===== src/sv/clm_pkg.sv =====
// shared types and constants for the cpu load monitor
package clm_pkg;

    localparam int unsigned CNT_W   = 32;
    localparam int unsigned OP_W    = 2;
    localparam int unsigned LOAD_W  = 8;
    localparam int unsigned NUM_W   = 39;   // work total times 100
    localparam int unsigned DEN_W   = 33;   // sleep plus work, one carry bit
    localparam int unsigned QUO_W   = 7;    // quotient never exceeds 100
    localparam int unsigned STEP_W  = 3;    // indexes quotient bits

    localparam int unsigned IN_DATA_W  = 40;
    localparam int unsigned OUT_DATA_W = 104;

    localparam logic [OP_W-1:0] OP_SLEEP  = 2'd0;
    localparam logic [OP_W-1:0] OP_WAKE   = 2'd1;
    localparam logic [OP_W-1:0] OP_REPORT = 2'd2;

    localparam logic [LOAD_W-1:0] LOAD_FULL = 8'd100;
    localparam logic [LOAD_W-1:0] LOAD_NONE = 8'd255;

    typedef enum logic [1:0]
    {
        ST_IDLE,
        ST_DIV,
        ST_DONE
    } clm_state_t;

    typedef struct packed
    {
        logic busy;
        logic done;
    } div_sts_t;

endpackage


===== src/sv/cpu_load_monitor.sv =====
// top level of the cpu load monitor: event handling, totals and report sequencer
//
// Busy/idle monitor. Each input transfer is an event stamped with a 32-bit
// free-running cycle count: sleep (0) adds the busy time since the last wake
// to the work total, bumps the sleep entry count and notes the sleep start;
// wake (1) adds the sleep time when asleep and restarts busy timing, and is
// ignored when already awake; report (2) returns one output transfer with the
// load percentage and the three totals, then clears the totals. Opcode 3 is
// ignored. All differences and totals wrap modulo 2^32. Load is
// floor(work*100/(sleep+work)), 100 when sleep is zero and 255 when both
// totals are zero. A report passes through capture, the restoring divider
// (one quotient bit per cycle through a single shared subtractor, the
// quotient being at most 100), the divider's done flag and the load of
// the output register; a report with a zero sleep total skips the divider.
// Either kind also stalls while the output register still holds an earlier
// report. The block takes no new event while a report is in flight, and the
// output register lets new sleep and wake events in while an earlier report
// still waits to be taken.
module cpu_load_monitor
(
    input  logic                               clk,
    input  logic                               rst_n,
    input  logic                               s_tvalid,
    output logic                               s_tready,
    input  logic [clm_pkg::IN_DATA_W-1:0]      s_tdata,   // opcode[1:0], cycle_count[33:2]
    output logic                               m_tvalid,
    input  logic                               m_tready,
    output logic [clm_pkg::OUT_DATA_W-1:0]     m_tdata    // load_percent[7:0], sleep_cycles[39:8],
                                                          // work_cycles[71:40], sleep_entries[103:72]
);

    logic [clm_pkg::OP_W-1:0]   opcode;
    logic [clm_pkg::CNT_W-1:0]  cycle_count;
    logic                       in_xfer;

    // running state
    logic [clm_pkg::CNT_W-1:0]  work_start_reg, work_start_next;
    logic [clm_pkg::CNT_W-1:0]  sleep_start_reg, sleep_start_next;
    logic [clm_pkg::CNT_W-1:0]  work_total_reg, work_total_next;
    logic [clm_pkg::CNT_W-1:0]  sleep_total_reg, sleep_total_next;
    logic [clm_pkg::CNT_W-1:0]  sleep_count_reg, sleep_count_next;
    logic                       awake_reg, awake_next;

    // report snapshot
    logic [clm_pkg::CNT_W-1:0]  snap_sleep_reg, snap_sleep_next;
    logic [clm_pkg::CNT_W-1:0]  snap_work_reg, snap_work_next;
    logic [clm_pkg::CNT_W-1:0]  snap_count_reg, snap_count_next;

    clm_pkg::clm_state_t        state_reg, state_next;

    // output register
    logic                       out_valid_reg, out_valid_next;
    logic [clm_pkg::LOAD_W-1:0] out_load_reg, out_load_next;
    logic [clm_pkg::CNT_W-1:0]  out_sleep_reg, out_sleep_next;
    logic [clm_pkg::CNT_W-1:0]  out_work_reg, out_work_next;
    logic [clm_pkg::CNT_W-1:0]  out_count_reg, out_count_next;

    // divider hookup
    logic                       div_start;
    logic [clm_pkg::NUM_W-1:0]  div_num;
    logic [clm_pkg::DEN_W-1:0]  div_den;
    clm_pkg::div_sts_t          div_sts;
    logic [clm_pkg::QUO_W-1:0]  div_quo;

    logic                       out_free;
    logic [clm_pkg::LOAD_W-1:0] load_value;

    assign opcode      = s_tdata[clm_pkg::OP_W-1:0];
    assign cycle_count = s_tdata[clm_pkg::OP_W +: clm_pkg::CNT_W];
    assign s_tready    = (state_reg == clm_pkg::ST_IDLE);
    assign in_xfer     = s_tvalid && s_tready;
    assign out_free    = !out_valid_reg || m_tready;

    // work*100 as shifts and adds: 64 + 32 + 4
    assign div_num = {1'b0, work_total_reg, 6'b0}
                   + {2'b0, work_total_reg, 5'b0}
                   + {5'b0, work_total_reg, 2'b0};
    assign div_den = {1'b0, sleep_total_reg} + {1'b0, work_total_reg};

    // special cases decided from the snapshot
    always_comb
    begin
        if (snap_sleep_reg == '0)
        begin
            load_value = (snap_work_reg == '0) ? clm_pkg::LOAD_NONE : clm_pkg::LOAD_FULL;
        end
        else
        begin
            load_value = {1'b0, div_quo};
        end
    end

    always_comb
    begin
        work_start_next  = work_start_reg;
        sleep_start_next = sleep_start_reg;
        work_total_next  = work_total_reg;
        sleep_total_next = sleep_total_reg;
        sleep_count_next = sleep_count_reg;
        awake_next       = awake_reg;
        snap_sleep_next  = snap_sleep_reg;
        snap_work_next   = snap_work_reg;
        snap_count_next  = snap_count_reg;
        state_next       = state_reg;
        div_start        = 1'b0;
        out_valid_next   = out_valid_reg && !m_tready;
        out_load_next    = out_load_reg;
        out_sleep_next   = out_sleep_reg;
        out_work_next    = out_work_reg;
        out_count_next   = out_count_reg;

        case (state_reg)
            clm_pkg::ST_IDLE:
            begin
                if (in_xfer)
                begin
                    case (opcode)
                        clm_pkg::OP_SLEEP:
                        begin
                            work_total_next  = work_total_reg + (cycle_count - work_start_reg);
                            sleep_count_next = sleep_count_reg + 1'b1;
                            sleep_start_next = cycle_count;
                            awake_next       = 1'b0;
                        end
                        clm_pkg::OP_WAKE:
                        begin
                            if (!awake_reg)
                            begin
                                awake_next       = 1'b1;
                                sleep_total_next = sleep_total_reg
                                                 + (cycle_count - sleep_start_reg);
                                work_start_next  = cycle_count;
                            end
                        end
                        clm_pkg::OP_REPORT:
                        begin
                            snap_sleep_next  = sleep_total_reg;
                            snap_work_next   = work_total_reg;
                            snap_count_next  = sleep_count_reg;
                            sleep_total_next = '0;
                            work_total_next  = '0;
                            sleep_count_next = '0;
                            // zero sleep total means no division is needed
                            if (sleep_total_reg != '0)
                            begin
                                div_start  = 1'b1;
                                state_next = clm_pkg::ST_DIV;
                            end
                            else
                            begin
                                state_next = clm_pkg::ST_DONE;
                            end
                        end
                        default:
                        begin
                            // unused opcode: no effect
                        end
                    endcase
                end
            end
            clm_pkg::ST_DIV:
            begin
                if (div_sts.done)
                begin
                    state_next = clm_pkg::ST_DONE;
                end
            end
            clm_pkg::ST_DONE:
            begin
                if (out_free)
                begin
                    out_valid_next = 1'b1;
                    out_load_next  = load_value;
                    out_sleep_next = snap_sleep_reg;
                    out_work_next  = snap_work_reg;
                    out_count_next = snap_count_reg;
                    state_next     = clm_pkg::ST_IDLE;
                end
            end
            default:
            begin
                state_next = clm_pkg::ST_IDLE;
            end
        endcase
    end

    always_ff @(posedge clk or negedge rst_n)
    begin
        if (!rst_n)
        begin
            work_start_reg  <= '0;
            sleep_start_reg <= '0;
            work_total_reg  <= '0;
            sleep_total_reg <= '0;
            sleep_count_reg <= '0;
            awake_reg       <= 1'b1;
            state_reg       <= clm_pkg::ST_IDLE;
            out_valid_reg   <= 1'b0;
        end
        else
        begin
            work_start_reg  <= work_start_next;
            sleep_start_reg <= sleep_start_next;
            work_total_reg  <= work_total_next;
            sleep_total_reg <= sleep_total_next;
            sleep_count_reg <= sleep_count_next;
            awake_reg       <= awake_next;
            state_reg       <= state_next;
            out_valid_reg   <= out_valid_next;
        end
    end

    always_ff @(posedge clk)
    begin
        snap_sleep_reg <= snap_sleep_next;
        snap_work_reg  <= snap_work_next;
        snap_count_reg <= snap_count_next;
        out_load_reg   <= out_load_next;
        out_sleep_reg  <= out_sleep_next;
        out_work_reg   <= out_work_next;
        out_count_reg  <= out_count_next;
    end

    clm_div u_div
    (
        .clk      (clk),
        .rst_n    (rst_n),
        .start    (div_start),
        .num      (div_num),
        .den      (div_den),
        .sts      (div_sts),
        .quotient (div_quo)
    );

    assign m_tvalid = out_valid_reg;
    assign m_tdata  = {out_count_reg, out_work_reg, out_sleep_reg, out_load_reg};

    a_report_clears: assert property (@(posedge clk) disable iff (!rst_n)
        (in_xfer && opcode == clm_pkg::OP_REPORT)
        |=> (work_total_reg == '0 && sleep_total_reg == '0 && sleep_count_reg == '0))
        else $error("totals not cleared after report");

    a_div_only_busy_in_div: assert property (@(posedge clk) disable iff (!rst_n)
        div_sts.busy |-> (state_reg == clm_pkg::ST_DIV))
        else $error("divider running outside the divide state");

    a_load_range: assert property (@(posedge clk) disable iff (!rst_n)
        out_valid_reg |-> (out_load_reg <= clm_pkg::LOAD_FULL
                           || out_load_reg == clm_pkg::LOAD_NONE))
        else $error("load percentage out of range");

    a_no_sleep_load: assert property (@(posedge clk) disable iff (!rst_n)
        (out_valid_reg && out_sleep_reg == '0)
        |-> (out_load_reg == clm_pkg::LOAD_FULL || out_load_reg == clm_pkg::LOAD_NONE))
        else $error("load wrong for zero sleep total");

endmodule


===== src/sv/clm_div.sv =====
// iterative restoring divider, one quotient bit per cycle
module clm_div
(
    input  logic                          clk,
    input  logic                          rst_n,
    input  logic                          start,
    input  logic [clm_pkg::NUM_W-1:0]     num,
    input  logic [clm_pkg::DEN_W-1:0]     den,
    output clm_pkg::div_sts_t             sts,
    output logic [clm_pkg::QUO_W-1:0]     quotient
);

    logic [clm_pkg::NUM_W-1:0]   rem_reg, rem_next;
    logic [clm_pkg::DEN_W-1:0]   den_reg, den_next;
    logic [clm_pkg::QUO_W-1:0]   quo_reg, quo_next;
    logic [clm_pkg::STEP_W-1:0]  step_reg, step_next;
    logic                        busy_reg, busy_next;
    logic                        done_reg, done_next;
    logic [clm_pkg::NUM_W:0]     trial;

    // shared subtractor: remainder minus shifted divisor
    assign trial = {1'b0, rem_reg}
                 - ({{(clm_pkg::NUM_W + 1 - clm_pkg::DEN_W){1'b0}}, den_reg} << step_reg);

    always_comb
    begin
        rem_next  = rem_reg;
        den_next  = den_reg;
        quo_next  = quo_reg;
        step_next = step_reg;
        busy_next = busy_reg;
        done_next = 1'b0;
        if (start)
        begin
            rem_next  = num;
            den_next  = den;
            quo_next  = '0;
            step_next = clm_pkg::STEP_W'(clm_pkg::QUO_W - 1);
            busy_next = 1'b1;
        end
        else if (busy_reg)
        begin
            if (!trial[clm_pkg::NUM_W])
            begin
                rem_next           = trial[clm_pkg::NUM_W-1:0];
                quo_next[step_reg] = 1'b1;
            end
            if (step_reg == '0)
            begin
                busy_next = 1'b0;
                done_next = 1'b1;
            end
            else
            begin
                step_next = step_reg - 1'b1;
            end
        end
    end

    always_ff @(posedge clk or negedge rst_n)
    begin
        if (!rst_n)
        begin
            busy_reg <= 1'b0;
            done_reg <= 1'b0;
        end
        else
        begin
            busy_reg <= busy_next;
            done_reg <= done_next;
        end
    end

    always_ff @(posedge clk)
    begin
        rem_reg  <= rem_next;
        den_reg  <= den_next;
        quo_reg  <= quo_next;
        step_reg <= step_next;
    end

    assign sts.busy = busy_reg;
    assign sts.done = done_reg;
    assign quotient = quo_reg;

    a_start_busy: assert property (@(posedge clk) disable iff (!rst_n)
        start |=> busy_reg)
        else $error("divider did not go busy after start");

    a_done_pulse: assert property (@(posedge clk) disable iff (!rst_n)
        done_reg |-> !busy_reg)
        else $error("divider done while still busy");

    a_done_step: assert property (@(posedge clk) disable iff (!rst_n)
        (busy_reg && !start && step_reg == '0) |=> done_reg)
        else $error("divider missed its last step");

endmodule

===== config.mk =====
export PLATFORM = sky130hd
export DESIGN_NAME = cpu_load_monitor
export DESIGN_NICKNAME = d
export VERILOG_FILES = /design/src/sv/clm_pkg.sv /design/src/sv/cpu_load_monitor.sv /design/src/sv/clm_div.sv
export SDC_FILE = /design/constraint.sdc
export NUM_CORES = 1
export LEC_CHECK = 0
export BUFFER_PORTS_ARGS = -buffer_cell sky130_fd_sc_hd__buf_4
export CAP_MARGIN = 5
export CORE_ASPECT_RATIO = 0.5
export CORE_UTILIZATION = 50
export DETAILED_ROUTE_END_ITERATION = 12
export HOLD_SLACK_MARGIN = 0.08
export PLACE_DENSITY = 0.71
export SETUP_SLACK_MARGIN = 0.3
export SYNTH_ARGS = -nofsm -noshare
export SYNTH_HDL_FRONTEND = slang
export SYNTH_SLANG_ARGS = --single-unit

===== constraint.sdc =====
create_clock -name clk -period 14.6 [get_ports clk]
set_input_delay 1.46 -clock clk [delete_from_list [all_inputs] [get_ports clk]]
set_output_delay 1.46 -clock clk [all_outputs]
set_load 0.1 [all_outputs]

* Word-level counts from Yosys, hierarchy flattened
Cells that the tools add are included.
Word-level totals: register bits after elaboration 448, output and inout port bits 106, input port bits 44, logic and storage cells 106
Operators by class: reductions and logical operators 27, eq/ne operators 10, add/subtract/negate cells 10, magnitude comparators 2, shifts and indexed selects 1, bitwise logic cells 4, muxes and demuxes 30
Operators by type and width (number):
- $pmux 32 s2 | 3
- $mux 39 | 3
- $add 32x32->32 | 2
- $logic_not 32->1 | 2
- $sub 32x32->32 | 2
- $shl 33x3->40 | 1
- $sub 39x40->40 | 1
- $add 38x37->39 | 1
- $add 39x34->39 | 1
- $add 32x32->33 | 1
- $add 32x1->32 const B | 1
- $mux 32 | 1
- $reduce_bool 32->1 | 1
- $mux 1 | 13
- $reduce_and 3->1 | 4
- $reduce_and 4->1 | 3
- $mux 2 | 5
- $mux 8 | 1
- $reduce_and 2->1 | 4
- $reduce_bool 2->1 | 4
- $mux 7 | 1
- $or 7x7->7 | 1
- $ne 2x1->1 const B | 3
- $ne 2x2->1 const B | 3
- other kinds (14) | 22

* Depth between registers and ports, before layout
Gate-level depths: netlist of run 1.
depth after elaboration 7, mapped depth 18, mapped depth without buffers 16

* Modules after synthesis
From an unflattened synthesis of run 1, not the netlist that was laid out.
Unflattened totals: cells, all modules 2555, area total of the unflattened synthesis 27472.6 um^2
By module, submodules not included:
- cpu_load_monitor | times used 1, area an instance 21120.3 um^2, cells an instance 1955, seq. area each 10110.9 um^2
- clm_div | times used 1, area an instance 6352.3 um^2, cells an instance 600, seq. area each 2412.3 um^2

* Worst setup path before layout of run 1
OpenSTA, ideal clock, no wires.
path kind register to register, start register u_div.step_reg[0] (netlist bit), end register u_div.rem_reg[0] (netlist bit) (enable), cell stages (with the launch flop) 18, path slack 7283 ps, path buffers 2, required time 14106 ps, arrival time 6823 ps, clock period less this slack 7317 ps, library setup time 494 ps, path through dfxtp_1 clkbuf_1 clkbuf_1 clkinv_1 nand2_1 and3_1 a21oi_1 ha_1 and3_1 nand3_1 a211o_1 and3_1 a311oi_2 o21ai_2 o31ai_4 nand4_2 and3_2 o31ai_1
On the way: word-level cells in the longest chain between the ends 4
RTL lines:
- start: declaration | line clm_div.sv:16 | logic [clm_pkg::STEP_W-1:0] step_reg, step_next;
- start signal: assignment | line clm_div.sv:79 | step_reg <= step_next;
- $shl 33x3->40 | line clm_div.sv:23 | - ({{(clm_pkg::NUM_W + 1 - clm_pkg::DEN_W){1'b0}}, den_reg} << step_reg);
- $sub 39x40->40 | line clm_div.sv:23
- $ne 2x2->1 (no source line)
- $reduce_and 2->1 (no source line)
- end signal: assignment | line clm_div.sv:76 | rem_reg <= rem_next;
- end: declaration | line clm_div.sv:13 | logic [clm_pkg::NUM_W-1:0] rem_reg, rem_next;
Every way passes these cells. A chain may end at the register's enable or synchronous reset.

* Worst setup path after layout of run 1
start register u_div.step_reg[0] (netlist bit), end register u_div.rem_reg[8] (netlist bit) (enable)
Same word-level chain as after synthesis.

==> results by stage, run 1 <==
Run status:
- The flow ran to the end, and the final reports show no timing, DRC or antenna violations.

Timing:
- The number of hold violations in the final report is 0.
- The number of pins with negative max-slew slack in the final report was 0.
- Clock skew on the completed layout was measured at 0.0186 ns.
- The worst-case headroom to the max-slew limit is 0.302.
- For this run, the top clock speed supported by timing is 177 MHz.
- The post-route worst hold slack is 0.419 ns.
- Setup repair after global routing left no endpoint under its margin.
- Dividing the final minimum period by the clock period gives 0.387.
- At the pin with the least slew margin, the transition time is 1.05 ns.
- The accumulated negative setup slack is 0 ns.
- The final period demand of the worst path is 5.65 ns.
- Setup violations remaining at the end of the flow were counted as 0.

Critical path:
- STA puts the critical path data arrival time at 5.85 ns.
- STA classifies the critical path startpoint as a flip-flop.
- The end of the worst register-to-register path is u_div.rem_reg[8].
- At the worst endpoint, the required time is 14.80 ns.
- The internal reg-to-reg setup slack is 8.95 ns.
- The worst register-to-register path begins at u_div.step_reg[0].
- The highest fanout seen on the critical path is 36.
- On the critical path, the stage with the largest delay is an instance of buf_4.
- The critical path is of the reg2reg type.
- The worst setup path is captured at a flip-flop.
- For the worst flop-to-flop path, the logic depth is 16.
- The largest single stage delay on the critical path is 0.53 ns.
- The critical path goes through buf_4 -> clkinv_1 -> o31a_1 -> mux2i_1 -> ha_1 -> and3_1 -> nand3_1 -> a211o_1 -> and3_1 -> a311oi_2 -> o21ai_2 -> o31ai_4 -> nand4_2 -> and3_2 -> o31ai_4 -> buf_4.

Synth:
- The number of distinct library cells after synthesis is 89.
- The number of enable-type register cells in the synthesized netlist is 272.
- In the synthesized netlist the async set-or-reset flop fraction comes to 0.371.
- The post-synthesis cell count is 2508.
- The net count of the mapped netlist is 2819.
- Among all flip-flop cells after synthesis, the most frequent one is edfxtp_1.
- The count of synthesis-stage warnings from yosys is 0.
- After synthesis the netlist holds a flip-flop and latch count of 448.
- After synthesis, the mean cell area works out to 10.9 um^2.
- The share of the Yosys chip area taken by registers is 0.457.
- After synthesis the cells add up to 0.0274 mm^2.

Finish:
- Relative to the synthesized area, the layout overhead comes to 12.2%.
- Across the whole layout, storage elements account for 0.0125 mm^2.
- The filler-free cell count of the finished design is 3393.
- The number of flip-flops in the largest register is 39.
- In the final layout, the share of cells above drive strength 1 is 0.125.
- The final layout contains 2955 nets.
- Once layout is done, the placed cells without fillers occupy 0.0307 mm^2.
- The layout has 4558 filler cells.
- The area occupied by multi-input gates is 0.0137 mm^2.

Place:
- The count of input and output buffers is 143.
- The detailed placer's ending HPWL is 46800 um.
- Including well taps, the total number of placed cells is 3312.
- The congestion estimate from routability-driven global placement came to 0.911.
- Once placement finished, the instance area stood at 0.0293 mm^2.

Route:
- The remaining number of nets flagged by the antenna check after routing is 0.
- The via count is 19200.
- The number of detailed-route iterations in the first pass is 5.
- The number of DRC markers after the initial detailed-route iteration is 1544.
- Summed over all layers, the routed wires come to 62300 um.
- The average wire per standard cell is 18.4 um.
- The DRC violation count after routing is 0.
- The via density per instance is 5.65.

Floorplanning:
- The core region is 0.0539 mm^2.
- Pin placement for this block handled 150 I/O pins.
- The die area is 0.0558 mm^2.
- The vertical die dimension is 168 um.
- The initialized floorplan defines 60 standard-cell rows.
- The die is 333 um wide.
- For this configuration, the core starts out at a cell density of 0.508.

GRT:
- The wire length of the first global-routing pass is 99100 um.
- The maximum number of pins on one net before global-route repair is 89.
- The number of global-route vias before repair is 18500.
- The aggregate global routing overflow is 0.
- The initial antenna violation count was 2.
- The global-route usage over all layers is 0.223.

Clocking:
- The number of gates given a new drive strength after cts is 0.
- After clock tree synthesis, the clock-pin slew on the worst setup and hold paths is 0.07 ns.
- Clock latency on the worst-skew pair, taken at its later pin, is 0.57 ns.
- The library cell used as clock root buffer is clkbuf_16.
- The TritonCTS clock tree is yes.
- The clock passes through at most 3 buffers.
- The number of hold buffers added after CTS is 0.
- The number of sinks handled by clock tree synthesis is 448.
- The number of buffers created by CTS is 43.
- Once the clock tree was built, the setup fixing pass inserted 0 buffers.
- The CTS H-tree depth is 2.

Hold path:
- The number of cells on the worst hold path is 0.
- The worst hold-check path type is reg2reg.
- The capture endpoint of the worst hold path is out_count_reg[25].
- In this run the most critical hold path is launched from snap_count_reg[25].

Job:
- The max capacitance violation total is 0.
==> how the worst max path moves through the flow <==
stage / cells past startpoint / slack [ns] / end / start
final: 16 / 8.95 / u_div.rem_reg[8] / u_div.step_reg[0]
after global routing: 17 / 8.64 / u_div.rem_reg[17] / u_div.step_reg[0]
after CTS: 16 / 8.92 / u_div.rem_reg[16] / u_div.step_reg[0]
after detailed placement: 16 / 8.95 / u_div.rem_reg[13] / u_div.step_reg[0]
after global placement: 16 / 9.07 / u_div.rem_reg[11] / u_div.step_reg[0]
after floorplan: 17 / 7.28 / u_div.rem_reg[0] / u_div.step_reg[0]
==> cell type report <==
cell class                 count  share of cell area
multi-input combinational   1722               0.444
sequential                   448               0.408
clock buffer                  56              0.0383
timing repair buffer         156              0.0382
inverter                     273              0.0334
tap                          713              0.0290
clock inverter                24             0.00920
antenna                        1           0.0000814
==> worst max-delay path, delay by kind of cell, from the launching register on <==
kind            cells  cell delay [ns]
compound gates      6             2.00
mux                 1             0.19
flops               1             0.48
buf+inv             3             1.49
fa+ha+maj           1             0.22
simple gates        5             0.86
==> layer usage <==
metal  vias up  global-route usage  routed length, um
met5         -                   0                 13
met4         2              0.0521               1270
met3       109              0.0415               4260
met2       517               0.335              26300
met1      9254               0.334              30500
li1       9282                   -                  -
==> Yosys cell counts (all sizes together) (4+ instances only) <==
master / number / area [um^2]
and2: 11 / 71.3
a21o: 100 / 752
clkbuf: 53 / 199
mux2: 38 / 428
a211o: 9 / 78.8
edfxtp: 272 / 8170
nand2: 192 / 721
o31ai: 16 / 139
nand4: 23 / 150
or2: 7 / 43.8
a211oi: 23 / 193
a31oi: 8 / 50.1
and3: 22 / 140
o211ai: 10 / 75.1
nor2: 119 / 449
dfxtp: 10 / 200
o31a: 7 / 62.6
nor3b: 4 / 30.0
nor4: 28 / 181
mux2i: 39 / 390
fa: 93 / 1860
buf: 12 / 53.8
o21a: 22 / 165
o21ai: 176 / 888
dfrtp: 165 / 4130
nand3b: 4 / 30.0
xor2: 67 / 587
nand2b: 17 / 106
inv: 271 / 1020
o41ai: 10 / 155
mux4: 23 / 518
o21bai: 23 / 176
ha: 174 / 2180
and4: 5 / 43.8
a311oi: 4 / 41.3
nand3: 50 / 255
nor2b: 22 / 138
a21oi: 176 / 881
a22o: 11 / 96.3
a32o: 5 / 50.1
nor3: 24 / 120
xnor2: 94 / 823
or3: 22 / 138
==> per-stage QoR <==
step | util | setup WS (ns)
after floorplan | - | 7.28
after global placement | 0.543 | 9.07
after detailed placement | 0.543 | 8.95
after CTS | 0.570 | 8.92
after global routing | 0.570 | 8.64
final | 0.570 | 8.95
==> cell families (layout without fill, tap and decap cells) <==
group / after synthesis / after routing / synth area share
mux: 100 / 100 / 0.0488
compound gates: 640 / 640 / 0.152
buf+inv: 338 / 509 / 0.0466
other cells: 0 / 1 / 0
simple gates: 554 / 554 / 0.0967
fa+ha+maj: 267 / 267 / 0.147
xor+xnor: 161 / 161 / 0.0515
flops: 448 / 448 / 0.457
==> layout by cell type, fill, tap and decap left out, drive strengths merged, types with 23 or more instances in the layout <==
cell and instances:
nor3 24, ha 174, nor4 28, nand4 23, dfrtp 165, nor2 119, a21oi 176, mux4 23
nand3 50, edfxtp 272, xor2 67, a21o 100, a211oi 23, fa 93, clkbuf 56, nand2 192
mux2 38, o21bai 23, buf 156, mux2i 39, inv 273, o21ai 176, xnor2 94
Power of run 1 is left out: the tool's default activity adds up to more than one toggle a clock period on the data nets, which glitch-free logic cannot reach.
==> run 2, diff against run 1 <==
==> constraint.sdc (replaced) <==
create_clock -name clk -period 5.3 [get_ports clk]
set_input_delay 0.53 -clock clk [delete_from_list [all_inputs] [get_ports clk]]
set_output_delay 0.53 -clock clk [all_outputs]
set_load 0.1 [all_outputs]
==> run 2 against run 1 <==
Effect of this change: non-clock buffer count up 12; hold slack worse by 0.22 ns; via count is essentially flat; die area unchanged.
==> results by stage, run 2 (synthesis gave the netlist of run 1 again) <==
Clocking:
- The worst-case clock buffer depth is 3 (unchanged).
- The TritonCTS clock tree is yes (unchanged).
- The number of buffers created by CTS is 42 (was 43).
- The source-to-sink clock delay at the later pin of the worst-skew pair is 0.57 ns (about the same).
- The CTS H-tree depth is 2 (unchanged).
- The library cell used as clock root buffer is clkbuf_16 (unchanged).
- The clock-pin slew of the registers on the worst-case setup and hold paths is 0.07 ns (about the same).
- The number of sinks handled by clock tree synthesis is 448 (unchanged).

Finish:
- The share of layout cells above drive strength 1 was 0.130 (was 0.125).
- The number of nets in the finished design is 2966 (was 2955).
- The filler-free cell count of the finished design is 3400 (was 3393).
- The number of fill cells is 4498 (was 4558).
- The sequential standard cell area is 0.0125 mm^2 (about the same).
- The area added between synthesis and finish is 12.3% (was 12.2%).
- The diode insertion count for antenna repair is 0 (was 1).
- The area occupied by multi-input gates is 0.0137 mm^2 (about the same).
- The number of flip-flops in the largest register is 39 (unchanged).
- Most frequent cells in the layout: edfxtp_1 (272), inv_1 (269), nand2_1 (192), a21oi_1 (176), ha_1 (174) (unchanged).
- The commonest non-fill, non-tap cell in the layout is edfxtp_1 (unchanged).

Critical path:
- The delay of the slowest cell on the worst path is 0.65 ns (was 0.53 ns).
- The internal reg-to-reg setup slack is 0.76 ns (was 8.95 ns).
- The element type at the critical path start is a flip-flop (unchanged).
- The sort of element at the end of the critical path is a flip-flop (unchanged).
- The critical path's slowest cell is dfxtp_2 (was buf_4).
- Critical Path, Cell by Cell: mux2i_1 -> a21oi_1 -> a21oi_1 -> ha_1 -> and3_1 -> nand3_1 -> a211o_1 -> and3_1 -> a311oi_2 -> o21ai_2 -> o31ai_4 -> nand4_2 -> and3_2 -> o31ai_4 -> buf_4 (was buf_4 -> clkinv_1 -> o31a_1 -> mux2i_1 -> ha_1 -> and3_1 -> nand3_1 -> a211o_1 -> and3_1 -> a311oi_2 -> o21ai_2 -> o31ai_4 -> nand4_2 -> and3_2 -> o31ai_4 -> buf_4).
- The type of the setup path with the least slack is reg2reg (unchanged).
- The highest fanout seen on the critical path is 22 (was 36).
- The required time of the critical path is 5.55 ns (was 14.80 ns).
- The data arrival time of the critical path is 4.79 ns (was 5.85 ns).

Route:
- The via density per instance came to 5.64 (was 5.65).
- The average wire per standard cell was 18.5 um (was 18.4 um).
- The DRC violation count after routing is 0 (unchanged).
- The number of DRC markers after the initial detailed-route iteration was 1463 (was 1544).
- The total wirelength of the detailed-routed design is 62800 um (was 62300 um).
- The via count is 19200 (about the same).
- The number of detailed-route iterations in the first pass came to 5 (unchanged).
- The remaining number of nets flagged by the antenna check after routing came to 0 (unchanged).

Timing:
- The accumulated negative setup slack is 0 ns (unchanged).
- RSZ-0062 raised after global routing: false (unchanged).
- The number of pins with negative max-slew slack in the final report came to 0 (unchanged).
- The worst-margin pin slew came to 1.08 ns (was 1.05 ns).
- The worst-case headroom to the max-slew limit was 0.278 (was 0.302).
- The post-route worst hold slack came to 0.198 ns (was 0.419 ns).
- The post-route fraction of the period consumed by the critical path is 0.857 (was 0.387).
- The number of hold violations in the final report is 0 (unchanged).
- The final period demand of the worst path is 4.54 ns (was 5.65 ns).
- The setup-violating endpoint count in the final report is 0 (unchanged).
- The maximum achievable frequency came to 220 MHz (was 177 MHz).
- The setup clock skew after layout is 0.0202 ns (was 0.0186 ns).

Floorplanning:
- The width of the die is 333 um (unchanged).
- The number of top-level design ports came to 150 (unchanged).
- The vertical die dimension is 168 um (unchanged).
- The die area was 0.0558 mm^2 (unchanged).
- The core footprint came to 0.0539 mm^2 (unchanged).
- The starting density of the core is 0.508 (unchanged).
- The number of standard-cell rows in the floorplan is 60 (unchanged).

GRT:
- The initial antenna violation count is 0 (was 2).
- The number of global-route vias before repair was 18600 (was 18500).
- The maximum number of pins on one net before global-route repair came to 91 (was 89).
- The global-route usage over all layers is 0.229 (was 0.223).
- The wire length of the first global-routing pass is 101000 um (was 99100 um).
- The aggregate global routing overflow was 0 (unchanged).

Place:
- The number of cells in the design after placement was 3323 (was 3312).
- The detailed placer's ending HPWL came to 47400 um (was 46800 um).
- The count of input and output buffers was 143 (unchanged).
- The routability congestion estimate came to 0.899 (was 0.911).

Hold path:
- The worst hold-check path type is in2reg (was reg2reg).

Job:
- The max capacitance violation total was 0 (unchanged).

Run status:
- Result of the run: completed (unchanged).
## run 2: final timing paths
check,startpoint,endpoint,cells after the start
max,u_div.step_reg[1],u_div.rem_reg[11],15
min,s_tdata[9],sleep_start_reg[7],2
max reg2reg,u_div.step_reg[1],u_div.rem_reg[11],15
min reg2reg,snap_count_reg[16],out_count_reg[16],0
max in group asynchronous,rst_n,work_total_reg[9],3
min in group asynchronous,rst_n,sleep_count_reg[16],2
## run 2: stage by stage
stage | worst slack [ns] | util | cell area [um^2]
6_report | 0.759 | 0.571 | 30800
3_5_place_dp | 0.673 | 0.545 | 29400
2_1_floorplan | 0.323 | - | 27400
4_1_cts | 0.669 | 0.571 | 30800
5_1_grt | 0.483 | 0.571 | 30800
3_3_place_gp | 0.721 | 0.545 | 29400
## run 2: per-layer routing
| metal | vias up | GRT usage | share of wire |
|---|---|---|---|
| li1 | 9281 | - | - |
| met2 | 489 | 0.346 | 0.43 |
| met3 | 72 | 0.0382 | 0.066 |
| met4 | 0 | 0.0443 | 0.016 |
| met5 | - | 0 | 0 |
| met1 | 9321 | 0.346 | 0.49 |
## run 2: repair_timing
action	in CTS	in global routing
hold buffers	1	0
resized for setup	0	2
endpoints found under the hold margin	34	0
buffers inserted	0	0
endpoints found under the setup margin	0	28
## run 2: worst max-delay path, delay by kind of cell, from the launching register on
kind	cells	cell delay, ns
AO/OA/AOI/OAI	7	1.85
adder cells (fa/ha/maj)	1	0.39
buffers and inverters	1	0.27
flip-flops	1	0.65
multiplexers	1	0.19
AND/OR/NAND/NOR	5	0.88
## run 2: cell type report
| type | instances | area share |
|---|---|---|
| clock buffers | 52 | 0.0364 |
| multi-input cells | 1722 | 0.444 |
| clock inverters | 24 | 0.00789 |
| well taps | 713 | 0.0290 |
| repair buffers | 168 | 0.0424 |
| flip-flops and latches | 448 | 0.407 |
| inverters | 273 | 0.0335 |
Power of run 2 is left out for the same reason.
==> run 3, diff against run 2 <==
--- a/config.mk
+++ b/config.mk
@@ -5,9 +5,11 @@
 export SDC_FILE = /design/constraint.sdc
 export NUM_CORES = 1
 export LEC_CHECK = 0
+export ABC_AREA = 1
 export BUFFER_PORTS_ARGS = -buffer_cell sky130_fd_sc_hd__buf_4
 export CAP_MARGIN = 5
 export CORE_ASPECT_RATIO = 0.5
+export CORE_MARGIN = 2
 export CORE_UTILIZATION = 50
 export DETAILED_ROUTE_END_ITERATION = 12
 export HOLD_SLACK_MARGIN = 0.08
==> run 3 against run 2 <==
Effect of this change: clock skew is 0.0079 ns higher; synthesized area up 6.9%; flip-flop and latch count unchanged; cell area rose by 6.3%; first-iteration DRC count is 56% higher; critical endpoint is now u_div.rem_reg[0]; non-clock buffer count is 6 lower; worst setup slack improved by 0.36 ns; utilization down 0.32 points; critical path depth grew 2.
==> results by stage, run 3 <==
Synth:
- The synthesized flop and latch total is 448 (unchanged).
- The largest area contributor in the netlist was edfxtp_1 (unchanged).
- The combined area of all synthesized cells is 0.0293 mm^2 (was 0.0274 mm^2).
- The most used flip-flop cell after synthesis is edfxtp_1 (unchanged).
- The portion of the post-synthesis area used by sequential elements is 0.427 (was 0.457).
- The number of enable-type register cells in the synthesized netlist is 272 (unchanged).
- The post-synthesis cell count was 3527 (was 2508).
- Leading cell types by count after synthesis: nand2_1 (871), inv_1 (491), o21ai_0 (297), nor2_1 (275), edfxtp_1 (272) (was edfxtp_1 (272), inv_1 (270), nand2_1 (192), a21oi_1 (176), ha_1 (174)).
- The area share of the leading cell type in the synthesized netlist is 0.279 (was 0.298).
- Main area contributors after synthesis: edfxtp_1 (28%), dfrtp_1 (14%), nand2_1 (11%) (was edfxtp_1 (30%), dfrtp_1 (15%), ha_1 (7.9%)).
- The number of distinct library cells after synthesis is 50 (was 89).
- The most used standard cell by instance count after synthesis was nand2_1 (was edfxtp_1).
- The count of synthesis-stage warnings from yosys is 0 (unchanged).
- The proportion of synthesized flip-flops having asynchronous set or reset was 0.371 (unchanged).
- The net count of the mapped netlist was 3838 (was 2819).
- The synthesized area per cell was 8.31 um^2 (was 10.9 um^2).

Clocking:
- The count of buffers added by post-CTS timing repair for setup is 0 (unchanged).
- The number of gates given a new drive strength after cts is 0 (unchanged).
- The number of hold buffers added after CTS is 1 (unchanged).
- The CTS H-tree depth is 2 (unchanged).
- The source-to-sink clock delay at the later pin of the worst-skew pair is 0.58 ns (was 0.57 ns).
- The clock-pin slew of the registers on the worst-case setup and hold paths is 0.07 ns (about the same).
- The number of sinks handled by clock tree synthesis is 448 (unchanged).
- The library cell used as clock root buffer is clkbuf_16 (unchanged).
- The number of buffers created by CTS is 43 (was 42).
- The worst-case clock buffer depth was 3 (unchanged).
- The TritonCTS clock tree is yes (unchanged).

Timing:
- The final period demand of the worst path is 4.18 ns (was 4.54 ns).
- The maximum achievable frequency is 239 MHz (was 220 MHz).
- The setup clock skew after layout is 0.0282 ns (was 0.0202 ns).
- The setup-violating endpoint count in the final report came to 0 (unchanged).
- The accumulated negative setup slack is 0 ns (unchanged).
- The number of hold violations in the final report was 0 (unchanged).
- The number of pins with negative max-slew slack in the final report is 0 (unchanged).
- RSZ-0062 raised after global routing: false (unchanged).
- The worst-case headroom to the max-slew limit is 0.377 (was 0.278).
- The worst-margin pin slew was 0.934 ns (was 1.08 ns).
- The post-route fraction of the period consumed by the critical path is 0.789 (was 0.857).

Place:
- The routability congestion estimate is 0.956 (was 0.899).
- The detailed placer's ending HPWL was 65800 um (was 47400 um).
- The area after detailed placement came to 0.0313 mm^2 (was 0.0294 mm^2).
- The count of input and output buffers was 143 (unchanged).

Critical path:
- The data arrival time of the critical path is 4.43 ns (was 4.79 ns).
- The delay of the slowest cell on the worst path was 0.62 ns (was 0.65 ns).
- The startpoint of the worst setup timing path was u_div.step_reg[0] (was u_div.step_reg[1]).
- The critical path's slowest cell is inv_1 (was dfxtp_2).
- The required time of the critical path came to 5.55 ns (about the same).
- The type of the setup path with the least slack is reg2reg (unchanged).
- The element type at the critical path start is a flip-flop (unchanged).
- Critical Path, Cell by Cell: inv_1 -> nand2_1 -> a31oi_1 -> nand2_1 -> ha_1 -> a21oi_1 -> nand2_1 -> nand2_1 -> nand2_1 -> nand2_1 -> nand3_1 -> nand2_1 -> nand2_1 -> nand2_1 -> nand3_1 -> nand2_1 -> buf_12 (was mux2i_1 -> a21oi_1 -> a21oi_1 -> ha_1 -> and3_1 -> nand3_1 -> a211o_1 -> and3_1 -> a311oi_2 -> o21ai_2 -> o31ai_4 -> nand4_2 -> and3_2 -> o31ai_4 -> buf_4).
- The end of the worst register-to-register path is u_div.rem_reg[0] (was u_div.rem_reg[11]).
- The critical path's most frequent cell is nand2_1.
- The sort of element at the end of the critical path was a flip-flop (unchanged).
- The origin of the critical flop-to-flop path is u_div.step_reg[0] (was u_div.step_reg[1]).
- The highest fanout seen on the critical path is 36 (was 22).
- The timing endpoint of the critical path is u_div.rem_reg[0] (was u_div.rem_reg[11]).
- The number of cells on the worst reg-to-reg path is 17 (was 15).
- The internal reg-to-reg setup slack came to 1.12 ns (was 0.76 ns).

GRT:
- The global-route usage over all layers is 0.272 (was 0.229).
- The maximum number of pins on one net before global-route repair is 97 (was 91).
- The wire length of the first global-routing pass is 128000 um (was 101000 um).
- The number of global-route vias before repair was 23200 (was 18600).
- The aggregate global routing overflow is 0 (unchanged).
- The initial antenna violation count is 1 (was 0).

Floorplanning:
- The number of standard-cell rows in the floorplan is 62 (was 60).
- The die area is 0.0607 mm^2 (was 0.0558 mm^2).
- The starting density of the core came to 0.508 (about the same).
- The width of the die is 346 um (was 333 um).
- The vertical die dimension is 175 um (was 168 um).
- The core footprint came to 0.0576 mm^2 (was 0.0539 mm^2).
- The number of top-level design ports is 150 (unchanged).

Route:
- The remaining number of nets flagged by the antenna check after routing is 0 (unchanged).
- The total wirelength of the detailed-routed design is 82700 um (was 62800 um).
- The average wire per standard cell is 18.5 um (about the same).
- The via count is 24700 (was 19200).
- The number of DRC markers after the initial detailed-route iteration is 2282 (was 1463).
- The via density per instance is 5.51 (was 5.64).
- The number of detailed-route iterations in the first pass is 6 (was 5).
- The DRC violation count after routing came to 0 (unchanged).

Finish:
- The number of fill cells is 5250 (was 4498).
- The commonest non-fill, non-tap cell in the layout is nand2_1 (was edfxtp_1).
- The share of the core filled with cells is 0.568 (was 0.571).
- The number of flip-flops in the largest register came to 39 (unchanged).
- Most frequent cells in the layout: nand2_1 (871), inv_1 (491), o21ai_0 (297), nor2_1 (273), edfxtp_1 (272) (was edfxtp_1 (272), inv_1 (269), nand2_1 (192), a21oi_1 (176), ha_1 (174)).
- The area added between synthesis and finish was 11.7% (was 12.3%).
- The number of nets in the finished design is 3983 (was 2966).
- The post-route cell area is 0.0327 mm^2 (was 0.0308 mm^2).
- The diode insertion count for antenna repair was 0 (unchanged).
- The share of layout cells above drive strength 1 is 0.0734 (was 0.130).

Run status:
- Result of the run: completed (unchanged).

Job:
- The max capacitance violation total came to 0 (unchanged).

Hold path:
- The worst hold-check path type is in2reg (unchanged).
## run 3: cells by family after synthesis
logic type,count (synthesis),share of synthesized area
AOI/OAI and AO/OA,709,0.131
buffers and inverters,561,0.0724
xor gates and xnor gates,72,0.0215
muxes,3,0.00102
DFF,448,0.427
and+or+nand+nor,1467,0.209
adders and majority gates,267,0.138
## run 3: how the worst min path moves through the flow
stage          slack (ns)                 to  cells past startpoint                from
2_1_floorplan        0.23           m_tvalid                      0               rst_n
3_3_place_gp         0.40  out_count_reg[29]                      0  snap_count_reg[29]
3_5_place_dp         0.40  out_count_reg[29]                      0  snap_count_reg[29]
4_1_cts              0.15           m_tvalid                      2            m_tready
5_1_grt              0.15           m_tvalid                      2            m_tready
6_report             0.16           m_tvalid                      2            m_tready
## run 3: final cells by class
type / count / area [um^2] / share of cell area
Multi-Input combinational cell: 2518 / 14700 / 0.449
Clock buffer: 53 / 1170 / 0.0356
Timing Repair Buffer: 162 / 1270 / 0.0389
Sequential cell: 448 / 12500 / 0.383
Clock inverter: 26 / 243 / 0.00742
Inverter: 499 / 1870 / 0.0572
Tap cell: 768 / 961 / 0.0294
## run 3: per-stage QoR
step | hold WS, ns | worst slack [ns] | std cells
final | 0.159 | 1.12 | 4474
after global routing | 0.148 | 0.719 | 4474
after CTS | 0.146 | 1.14 | 4474
after detailed placement | 0.405 | 1.16 | 4394
after global placement | 0.402 | 1.27 | 4394
after floorplan | 0.234 | 0.559 | 3527
## run 3: critical path: cells and delay by family (launching register included)
family          cells  cell delay, ns
flops               1            0.31
simple gates       12            1.73
compound gates      2            0.50
fa+ha+maj           1            0.39
buf+inv             2            0.89
## run 3: routing by layer
layer | global-route usage | wire, um | vias to the layer above
met5 | 0 | 0 | -
li1 | - | - | 12100
met1 | 0.418 | 40000 | 11800
met3 | 0.0379 | 5910 | 87
met2 | 0.409 | 35300 | 752
met4 | 0.0542 | 1450 | 0
Power of run 3 is left out for the same reason.
